**config.mk**
```make
export PLATFORM = sky130hd
export DESIGN_NAME = array_linked_list_manager
export DESIGN_NICKNAME = d
export VERILOG_FILES = /design/src/rtl/alm_pkg.sv /design/src/rtl/alm_ctrl.sv /design/src/rtl/alm_datapath.sv /design/src/rtl/array_linked_list_manager.sv
export SDC_FILE = /design/constraint.sdc
export NUM_CORES = 2
export LEC_CHECK = 0
export ABC_AREA = 0
export CORE_MARGIN = 1.5
export CORE_UTILIZATION = 35
export CTS_BUF_LIST = sky130_fd_sc_hd__clkbuf_4
export CTS_CLUSTER_DIAMETER = 30
export CTS_CLUSTER_SIZE = 25
export DETAILED_ROUTE_END_ITERATION = 16
export DONT_BUFFER_PORTS = 1
export GPL_ROUTABILITY_DRIVEN = 1
export PLACE_DENSITY_LB_ADDON = 0.25
export SYNTH_ARGS = -nofsm -noshare
export SYNTH_HDL_FRONTEND = slang
export SYNTH_HIERARCHICAL = 1
export SYNTH_SLANG_ARGS = --single-unit
```
**constraint.sdc**
```tcl
create_clock -name clk -period 4.55 [get_ports clk]
set_clock_uncertainty 0.2 [all_clocks]
set_input_delay 0.455 -clock clk [delete_from_list [all_inputs] [get_ports clk]]
set_output_delay 0.455 -clock clk [all_outputs]
set_load 0.03 [all_outputs]
```
**src/rtl/alm_pkg.sv**
```systemverilog
`timescale 1ns / 1ps

package alm_pkg;

	localparam int unsigned VALUE_W   = 32;
	localparam int unsigned LINK_W    = 7;
	localparam int unsigned NODES_DEF = 64;

	localparam logic [LINK_W-1:0] NIL = '1;

	typedef enum logic [1:0] {
		REQ_FRONT = 2'd0,
		REQ_END   = 2'd1,
		REQ_TRAV  = 2'd2,
		REQ_NONE  = 2'd3
	} req_e_t;

	typedef enum logic [1:0] {
		STS_DONE  = 2'd0,
		STS_FULL  = 2'd1,
		STS_ELEM  = 2'd2,
		STS_EMPTY = 2'd3
	} status_t;

	typedef enum logic [2:0] {
		ST_IDLE,
		ST_TAKE,
		ST_WALK,
		ST_TRAV,
		ST_RESP
	} state_t;

	// Read address source for the link and value memories
	typedef enum logic [1:0] {
		RD_FREE,
		RD_HEAD,
		RD_LINK
	} rd_src_t;

	// Link write data source
	typedef enum logic [1:0] {
		WD_HEAD,
		WD_NIL,
		WD_NODE
	} wr_src_t;

	typedef struct packed {
		rd_src_t rd_sel;
		logic    link_rd;
		logic    value_rd;
		logic    link_wr;
		logic    wr_at_cur;
		wr_src_t wr_src;
		logic    value_wr;
		logic    take;
		logic    head_to_node;
		logic    capture;
		logic    cur_ld;
		logic    out_ld;
		logic    out_elem;
		status_t out_status;
	} dp_cmd_t;

	typedef struct packed {
		logic free_ok;
		logic head_ok;
		logic link_ok;
		logic out_free;
	} dp_sts_t;

	// Link value after reset: each node points at the next, the last one is null
	function automatic logic [LINK_W-1:0] link_reset(input logic [LINK_W-1:0] idx,
		input int unsigned nodes);
		logic [LINK_W:0] nxt;
		nxt = {1'b0, idx} + 1'b1;
		return (32'(nxt) < nodes) ? nxt[LINK_W-1:0] : NIL;
	endfunction

endpackage

```
**src/rtl/alm_ctrl.sv**
```systemverilog
`timescale 1ns / 1ps

module alm_ctrl (
	input  logic             clk,
	input  logic             arst_n,
	input  logic             req_valid,
	input  logic [1:0]       req_type,
	output logic             req_stall,
	input  alm_pkg::dp_sts_t sts,
	output alm_pkg::dp_cmd_t cmd
);
	import alm_pkg::*;

	state_t  state_q, state_d;
	logic    end_q, end_d;
	status_t code_q, code_d;
	req_e_t  rtype;

	assign rtype     = req_e_t'(req_type);
	assign req_stall = (state_q != ST_IDLE);

	always_ff @(posedge clk or negedge arst_n) begin
		if (!arst_n) begin
			state_q <= ST_IDLE;
			end_q   <= 1'b0;
			code_q  <= STS_DONE;
		end else begin
			state_q <= state_d;
			end_q   <= end_d;
			code_q  <= code_d;
		end
	end

	always_comb begin
		state_d = state_q;
		end_d   = end_q;
		code_d  = code_q;
		cmd     = '0;
		cmd.rd_sel     = RD_FREE;
		cmd.wr_src     = WD_HEAD;
		cmd.out_status = STS_DONE;
		unique case (state_q)
			ST_IDLE: begin
				if (req_valid) begin
					unique case (rtype) inside
						REQ_FRONT, REQ_END: begin
							if (sts.free_ok) begin
								cmd.capture = 1'b1;
								cmd.rd_sel  = RD_FREE;
								cmd.link_rd = 1'b1;
								end_d       = (rtype == REQ_END);
								state_d     = ST_TAKE;
							end else begin
								code_d  = STS_FULL;
								state_d = ST_RESP;
							end
						end
						REQ_TRAV: begin
							if (sts.head_ok) begin
								cmd.rd_sel   = RD_HEAD;
								cmd.link_rd  = 1'b1;
								cmd.value_rd = 1'b1;
								state_d      = ST_TRAV;
							end else begin
								code_d  = STS_EMPTY;
								state_d = ST_RESP;
							end
						end
						default: ;
					endcase
				end
			end
			ST_TAKE: begin
				// Unlink the node from the free list and store the value
				cmd.take     = 1'b1;
				cmd.value_wr = 1'b1;
				cmd.link_wr  = 1'b1;
				code_d       = STS_DONE;
				if (!end_q) begin
					cmd.wr_src       = WD_HEAD;
					cmd.head_to_node = 1'b1;
					state_d          = ST_RESP;
				end else begin
					cmd.wr_src = WD_NIL;
					if (!sts.head_ok) begin
						cmd.head_to_node = 1'b1;
						state_d          = ST_RESP;
					end else begin
						cmd.rd_sel  = RD_HEAD;
						cmd.link_rd = 1'b1;
						cmd.cur_ld  = 1'b1;
						state_d     = ST_WALK;
					end
				end
			end
			ST_WALK: begin
				if (sts.link_ok) begin
					cmd.rd_sel  = RD_LINK;
					cmd.link_rd = 1'b1;
					cmd.cur_ld  = 1'b1;
				end else begin
					// Tail found: hook the new node behind it
					cmd.link_wr   = 1'b1;
					cmd.wr_at_cur = 1'b1;
					cmd.wr_src    = WD_NODE;
					state_d       = ST_RESP;
				end
			end
			ST_TRAV: begin
				if (sts.out_free) begin
					cmd.out_ld     = 1'b1;
					cmd.out_elem   = 1'b1;
					cmd.out_status = STS_ELEM;
					if (sts.link_ok) begin
						cmd.rd_sel   = RD_LINK;
						cmd.link_rd  = 1'b1;
						cmd.value_rd = 1'b1;
					end else begin
						state_d = ST_IDLE;
					end
				end
			end
			ST_RESP: begin
				if (sts.out_free) begin
					cmd.out_ld     = 1'b1;
					cmd.out_status = code_q;
					state_d        = ST_IDLE;
				end
			end
			default: state_d = ST_IDLE;
		endcase
	end

	a_no_overwrite: assert property (@(posedge clk) disable iff (!arst_n)
		cmd.out_ld |-> sts.out_free)
		else $error("result loaded while output register busy");

	a_trav_has_head: assert property (@(posedge clk) disable iff (!arst_n)
		(state_q == ST_TRAV) |-> sts.head_ok)
		else $error("traverse running on an empty list");

endmodule

```
**src/rtl/alm_datapath.sv**
```systemverilog
`timescale 1ns / 1ps

module alm_datapath #(
	parameter int unsigned NODES = alm_pkg::NODES_DEF
) (
	input  logic                               clk,
	input  logic                               arst_n,
	input  logic signed [alm_pkg::VALUE_W-1:0] value_in,
	input  alm_pkg::dp_cmd_t                   cmd,
	output alm_pkg::dp_sts_t                   sts,
	output logic                               rsp_valid,
	input  logic                               rsp_stall,
	output logic signed [alm_pkg::VALUE_W-1:0] value_out,
	output logic [1:0]                         status,
	output logic                               last
);
	import alm_pkg::*;

	localparam int unsigned AW = $clog2(NODES);
	localparam logic [LINK_W-1:0] NODES_L = LINK_W'(NODES);

	logic signed [VALUE_W-1:0] value_mem [NODES];
	logic [LINK_W-1:0]         link_mem  [NODES];
	logic [NODES-1:0]          link_set_q;

	logic [LINK_W-1:0]         free_head_q, head_q, rlink_q;
	logic signed [VALUE_W-1:0] rval_q, val_q;
	logic [AW-1:0]             n_q, cur_q;

	logic                      out_valid_q, last_q;
	logic signed [VALUE_W-1:0] value_out_q;
	status_t                   status_q;

	logic [LINK_W-1:0] rd_full, wr_data;
	logic [AW-1:0]     rd_addr, wr_addr;

	always_comb begin
		case (cmd.rd_sel)
			RD_FREE: rd_full = free_head_q;
			RD_HEAD: rd_full = head_q;
			default: rd_full = rlink_q;
		endcase
		case (cmd.wr_src)
			WD_HEAD: wr_data = head_q;
			WD_NIL:  wr_data = NIL;
			default: wr_data = LINK_W'(n_q);
		endcase
	end

	assign rd_addr = rd_full[AW-1:0];
	assign wr_addr = cmd.wr_at_cur ? cur_q : n_q;

	assign sts.free_ok  = (free_head_q < NODES_L);
	assign sts.head_ok  = (head_q < NODES_L);
	assign sts.link_ok  = (rlink_q < NODES_L);
	assign sts.out_free = !out_valid_q || !rsp_stall;

	always_ff @(posedge clk) begin
		if (cmd.value_wr) begin
			value_mem[n_q] <= val_q;
		end
		if (cmd.value_rd) begin
			rval_q <= value_mem[rd_addr];
		end
	end

	// Entries never written read as their reset link
	always_ff @(posedge clk) begin
		if (cmd.link_wr) begin
			link_mem[wr_addr] <= wr_data;
		end
		if (cmd.link_rd) begin
			rlink_q <= link_set_q[rd_addr] ? link_mem[rd_addr]
				: link_reset(LINK_W'(rd_addr), NODES);
		end
	end

	always_ff @(posedge clk or negedge arst_n) begin
		if (!arst_n) begin
			link_set_q  <= '0;
			free_head_q <= '0;
			head_q      <= NIL;
		end else begin
			if (cmd.link_wr) begin
				link_set_q[wr_addr] <= 1'b1;
			end
			if (cmd.take) begin
				free_head_q <= rlink_q;
			end
			if (cmd.head_to_node) begin
				head_q <= LINK_W'(n_q);
			end
		end
	end

	always_ff @(posedge clk) begin
		if (cmd.capture) begin
			n_q   <= free_head_q[AW-1:0];
			val_q <= value_in;
		end
		if (cmd.cur_ld) begin
			cur_q <= rd_addr;
		end
	end

	always_ff @(posedge clk or negedge arst_n) begin
		if (!arst_n) begin
			out_valid_q <= 1'b0;
		end else if (cmd.out_ld) begin
			out_valid_q <= 1'b1;
		end else if (!rsp_stall) begin
			out_valid_q <= 1'b0;
		end
	end

	always_ff @(posedge clk) begin
		if (cmd.out_ld) begin
			value_out_q <= cmd.out_elem ? rval_q : '0;
			status_q    <= cmd.out_status;
			last_q      <= cmd.out_elem ? !sts.link_ok : 1'b1;
		end
	end

	assign rsp_valid = out_valid_q;
	assign value_out = value_out_q;
	assign status    = status_q;
	assign last      = last_q;

	a_head_legal: assert property (@(posedge clk) disable iff (!arst_n)
		(head_q == NIL) || (head_q < NODES_L))
		else $error("list head neither null nor a node");

	a_free_legal: assert property (@(posedge clk) disable iff (!arst_n)
		(free_head_q == NIL) || (free_head_q < NODES_L))
		else $error("free head neither null nor a node");

	a_take_unlinks: assert property (@(posedge clk) disable iff (!arst_n)
		cmd.take |=> (free_head_q != LINK_W'(n_q)))
		else $error("taken node still heads the free list");

endmodule

```
**src/rtl/array_linked_list_manager.sv**
```systemverilog
// Singly linked list kept in a store of NODES nodes, with a free list that chains
// every node in order after reset. req_type 0 pushes value_in at the front,
// 1 appends it at the end (one link read per node walked), 2 emits the list in order,
// one element per cycle while the output is not stalled, with last on the final one;
// an empty list gives one result with status empty. Insert into a full store is
// refused with status full and changes nothing. Request type 3 is dropped without
// a result. The rate is set by the single registered read port of the link memory.
// Only one request is in flight; a finished result waits in the output register
// while the next request is taken.
`timescale 1ns / 1ps

module array_linked_list_manager #(
	parameter int unsigned NODES = alm_pkg::NODES_DEF
) (
	input  logic                               clk,
	input  logic                               arst_n,
	input  logic                               req_valid,
	output logic                               req_stall,
	input  logic [1:0]                         req_type,
	input  logic signed [alm_pkg::VALUE_W-1:0] value_in,
	output logic                               rsp_valid,
	input  logic                               rsp_stall,
	output logic signed [alm_pkg::VALUE_W-1:0] value_out,
	output logic [1:0]                         status,
	output logic                               last
);
	import alm_pkg::*;

	dp_cmd_t cmd;
	dp_sts_t sts;

	alm_ctrl u_ctrl (
		.clk       (clk),
		.arst_n    (arst_n),
		.req_valid (req_valid),
		.req_type  (req_type),
		.req_stall (req_stall),
		.sts       (sts),
		.cmd       (cmd)
	);

	alm_datapath #(
		.NODES (NODES)
	) u_datapath (
		.clk       (clk),
		.arst_n    (arst_n),
		.value_in  (value_in),
		.cmd       (cmd),
		.sts       (sts),
		.rsp_valid (rsp_valid),
		.rsp_stall (rsp_stall),
		.value_out (value_out),
		.status    (status),
		.last      (last)
	);

endmodule
```
Word level (Yosys, flattened, before mapping)

Memories as Yosys holds them, arrays and structs flattened. A register that Yosys moved wholly into a read port is not among the register bits.
Index checks and enable logic that the tools add are counted.

Flip-flop bits (word level): 171
Bits in latches: 0
Memory bits (writable): 2496
ROM bits: 0
Input port bits: 38
Output and inout port bits: 37
Logic and storage cells: 122
Memories kept: 2

Add/subtract/negate cells: 1
Multiply operators: 0
Div/mod/pow operators: 0
Order comparisons: 7
Equality and inequality tests: 17
Shift operators: 0
Muxes and demuxes: 65
Bitwise logic cells: 1
Reductions and logical operators: 15

Memories:

| memory               | words | width | rd ports | clocked after memory_dff | wr ports | RTL line           | source |
|---|---|---|---|---|---|---|---|
| u_datapath.value_mem | 64    | 32    | 1        | 1                        | 1        | alm_datapath.sv:22 | `logic signed [VALUE_W-1:0] value_mem [NODES];` |
| u_datapath.link_mem  | 64    | 7     | 1        | 0                        | 1        | alm_datapath.sv:23 | `logic [LINK_W-1:0] link_mem [NODES];` |

Operator list:

| kind                                                                         | number |
|---|---|
| 64-bit OR                                                                    | 1 |
| 3-bit two-way mux                                                            | 13 |
| 1-bit two-way mux                                                            | 23 |
| 7-bit less-than comparator, second input constant                            | 3 |
| 4-bit two-way mux                                                            | 5 |
| 2-bit case mux with 2 select lines                                           | 4 |
| 3-bit case mux with 5 select lines                                           | 1 |
| 6-bit by 7-bit less-than comparator with 1-bit output, second input constant | 2 |
| 7-bit two-way mux                                                            | 2 |
| 7-bit case mux with 2 select lines                                           | 1 |
| 3-bit case mux with 2 select lines                                           | 2 |
| 3-bit case mux with 4 select lines                                           | 1 |
| 6-bit case mux with 2 select lines                                           | 1 |
| 2-bit two-way mux                                                            | 5 |
| 2-bit != test, second input constant                                         | 5 |
| 8-bit by 7-bit less-than comparator with 1-bit output, second input constant | 1 |
| 1-bit case mux with 2 select lines                                           | 4 |
| 6-bit by 1-bit adder with 7-bit output, second input constant                | 1 |
| 1-bit binary-select mux with 6-bit select                                    | 1 |
| 1-bit demux with 6-bit select                                                | 1 |
| 2-bit by 1-bit == test with 1-bit output, second input constant              | 3 |
| 3-bit by 2-bit == test with 1-bit output, second input constant              | 2 |
| 6-bit by 1-bit >= comparator with 1-bit output, second input constant        | 1 |
| 2-bit logical NOT                                                            | 3 |
| 17 further kinds                                                             | 20 |

Depth between registers and ports, before layout

Depth in word-level cells: 11
Depth in mapped cells: 19
Mapped depth without buffers: 13

Cells and area by module

Netlist, hierarchy kept.

Modules (own cells, without submodules):

| module       | instances | cells an instance | area an instance (um2) | seq. area each (um2) |
|---|---|---|---|---|
| alm_datapath | 1         | 4881              | 103342.9               | 80480.9 |
| alm_ctrl     | 1         | 73                | 589.3                  | 150.1 |

Worst setup path after synthesis

Ideal clock, no wire load.

Kind: register to register
Start point: register u_ctrl.state_q[2]
End point: memory u_datapath.link_mem[0][0] (data pin)
Setup time: 0.702 ns
Data arrival time: 3.463 ns
Data required time: 3.648 ns
Slack: 0.186 ns
Cell stages (with the launch flop): 6
Buffers on the path: 1
Clock period less this slack: 4.364 ns
Cells stage by stage: dfrtp_1 > buf_6 > nor2_4 > and3_1 > nor2_1 > o21ai_0

RTL lines:

| item                   | RTL line           | source |
|---|---|---|
| start, declared        | alm_ctrl.sv:14     | `state_t state_q, state_d;` |
| start signal, assigned | alm_ctrl.sv:28     | `state_q <= state_d;` |
| end, declared          | alm_datapath.sv:23 |  |

==> results.md <==
* Outcome: completed
* Highest Clock Rate at 224.2 MHz
* Final Setup Violations at 0
* Most used flip-flop cell after synthesis: edfxtp_1
* Count leader, synth: edfxtp_1
* Routed len/inst at 28.17 um
* Worst path slowest cell: or4_1
* Post-DRT Antenna Nets at 0
* TritonCTS clock tree: built
* CP Launch Type: register
* Hold Path Depth at 2
* Critical Path End Type: register
* Core Area at 294600 um2
* Storage element area at 80630 um2
* Hold Vio Cnt, Final at 0
* RSZ-0062 raised after global routing: true
* CP max stage delay at 590 ps
* Wirelength, routed at 286.2 mm
* Tightest Hold Check Type: primary input to register
* Crit share post-route at 98.02%
* CTS buffer count at 474
* HP Start: value_in[25]
* Tightest Pin Transition at 1187 ps
* Final GP Congestion at 0.8195
* 1st-iter DRT viols at 5175
* Initial core utilization at 35.28%
* Slew headroom at 20.85%
* Largest cells by area after synthesis: edfxtp_1 76%, mux4_2 12%, mux2i_1 3.3%
* Yosys reg bits at 2699
* Minimum clock period at 4460 ps
* Yosys top cell by area: edfxtp_1
* CP cell instances: inv_1 -> and3b_1 -> nand3_1 -> o21ai_1 -> buf_12 -> mux2_4 -> o21ai_4 -> buf_12 -> buf_12 -> buf_12 -> buf_16 -> mux4_2 -> mux2i_1 -> buf_4 -> o22ai_1 -> or4_1
* Library cells used by synthesis at 70
* Area of the multi-input gates at 22590 um2
* Power Density at 383.8 nW/um2
* Number of synthesized flops with an enable pin at 2614
* First drt pass iteration count at 6
* Worst reg2reg path endpoint: u_datapath/rval_q[29]
* Die Ht at 547.9 um
* Cell repeated most along the worst path: buf_12
* Filler cell count at 26050
* Reg clk slew, reported paths at 90 ps
* Max Cap Violations at 0
* WP data required at 5320 ps
* Area Overhead vs Synth at 17.87%
* Async SR Flop Fraction at 3.149%
* IO Count at 75
* Ys Warns at 6
* Worst Hold Path EP: u_datapath/val_q[25]
* Num rows at 199
* Post-synthesis sequential area ratio at 77.58%
* Overall Global Routing Usage at 18.85%
* Vias at 53470
* Max VDD drop at 0.0002488 V
* First-pass GRT wire length at 407.5 mm
* Die X at 547.9 um
* Die area at 300200 um2
* DRC at 0
* Share of layout cells above drive strength 1 at 34.25%
* CP Data Arrival Time at 5230 ps
* Reg2Reg Setup Slack at 90 ps
* Core Util, Final at 41.59%
* Clock sinks at 2699
* DR vias/cell at 5.262
* Top-area cell type share of the netlist area at 75.53%
* Nets at 5844
* Maximum clock path buffer count at 4
* Setup CP Type: register to register
* Syn Nets at 4993
* Pleak at 41.53 nW
* Setup_tns at 0 ps
* RR Startpoint: u_datapath/head_q[6]
* H-tree depth at 5
* Fin. max-slew vios at 0
* Largest net degree at the start of global routing at 86
* Syn_area_per_cell at 20.98 um2
* Max FO, Critical Path at 16
* Placed wire-length estimate at 167.2 mm
* Mapped Cells at 4954
* Vias in the first global route at 55080
* Total global routing overflow at 0
* Input/output buffers at 0
* CTS Root Cell: clkbuf_4
* Commonest cells post-synth: 2614 x edfxtp_1, 551 x mux4_2, 346 x mux2i_1
* R2R depth at 16
* Antenna violations before repair at 14
* Total power at 0.04702 W
* Post-Synthesis Cell Area at 103900 um2
* Clk_lat worst skew at 1330 ps
what timing repair did:
item | CTS | global route
gates cloned | 2 | 1
gates resized for setup | 26 | 20
hold buffers | 94 | 0
pin swaps | 1 | 0
endpoints found under the setup margin | 15 | 35
buffers inserted | 6 | 5
endpoints found under the hold margin | 220 | 0
area by class of cell:
class / count / share of cell area, %
multi-input cells: 1967 / 18.44
flip-flops and latches: 2699 / 65.82
diodes: 31 / 0.06332
clock inverters: 352 / 3.178
repair buffers: 634 / 5.150
inverters: 29 / 0.09703
clock buffers: 530 / 3.248
well taps: 3919 / 4.003
how the worst max path moves through the flow:
stage / startpoint / slack (ps) / endpoint
final: u_datapath/head_q[6] / 90 / u_datapath/rval_q[29]
after global routing: u_datapath/head_q[6] / -80 / u_datapath/rval_q[8]
after CTS: u_datapath/head_q[6] / -0.3 / u_datapath/rval_q[23]
after detailed placement: u_datapath/head_q[6] / -340 / u_datapath/rval_q[5]
after global placement: u_datapath/head_q[6] / -360 / u_datapath/rval_q[5]
after floorplan: u_ctrl/state_q[2] / 190 / u_datapath/link_mem[0][0]
report_power, final:
group,leakage (nW),switching [W],internal [W],total [W]
sequential,23.7,0.0000000000000000000276,0.0268,0.0268
clock,4.24,0.0100,0.0101,0.0201
combinational,13.6,0.0000399,0.0000552,0.0000951
total,41.5,0.0100,0.0370,0.0470
per-layer routing:
layer	up-vias	global-route usage, %	share of wire [%]
met5	-	0	0
met4	0	5.681	2.6
met3	431	2.867	5.6
met2	1812	31.41	50
met1	28670	25.54	42
li1	22560	-	-
logic make-up after synthesis:
logic type	synth area share, %
xor+xnor	0.008429
mux	15.57
buf+inv	1.445
compound gates	1.997
flops	77.58
fa+ha+maj	0.01204
simple gates	3.385
per-stage QoR:
stage / instance area [um2] / setup slack (ps) / hold WS, ps / instances
floorplan: 103900 / 185.9 / -40.59 / 4954
global placement: 113200 / -360.9 / -37.36 / 9141
detailed placement: 113200 / -337.7 / -37.19 / 9141
CTS: 122300 / -0.3220 / 20.26 / 10130
global route: 122500 / -77.89 / 70.15 / 10160
finish: 122500 / 90.14 / 163.4 / 10160
registers in the layout, summed over array words and instances, names as in the netlist, 3 cells and up:
| signal | count |
|---|---|
| u_datapath/value_mem | 2048 |
| u_datapath/link_set_q | 64 |
| u_datapath/value_out | 32 |
| u_datapath/n_q | 6 |
| u_datapath/link_mem | 448 |
| u_datapath/free_head_q | 7 |
| u_datapath/head_q | 7 |
| u_datapath/rlink_q | 7 |
| u_datapath/cur_q | 6 |
| u_datapath/val_q | 32 |
| u_datapath/rval_q | 32 |
| u_ctrl/state_q | 3 |
critical path: cells and delay by family, from the launching register on:
kind                   cells  cell delay (ps)
DFF                        1              550
buffers and inverters      7             1010
AOI/OAI and AO/OA          3              480
and+or+nand+nor            3              910
muxes                      3             1000
cells in the final DEF, fill, tap and decap left out, drive strengths merged, types with 5 or more instances in the layout:
| cell | instances |
|---|---|
| o22ai | 131 |
| mux4 | 554 |
| nor2 | 169 |
| o211ai | 12 |
| diode | 31 |
| nor2b | 8 |
| nand2 | 249 |
| mux2 | 20 |
| clkinv | 187 |
| dfrtp | 78 |
| nand3 | 104 |
| bufinv | 71 |
| a31oi | 5 |
| a21oi | 56 |
| and3 | 6 |
| dlygate4sd3 | 92 |
| clkbuf | 531 |
| a22oi | 23 |
| clkinvlp | 49 |
| a32o | 5 |
| or4 | 33 |
| dfstp | 7 |
| edfxtp | 2614 |
| inv | 74 |
| nor4 | 6 |
| o21ai | 18 |
| nand4 | 24 |
| o32ai | 12 |
| o2111ai | 8 |
| and2 | 33 |
| a221oi | 5 |
| nor3 | 18 |
| buf | 540 |
| mux2i | 346 |
| or2 | 64 |
| nand2b | 13 |
Note: power is estimated with default switching activity, not from simulation.
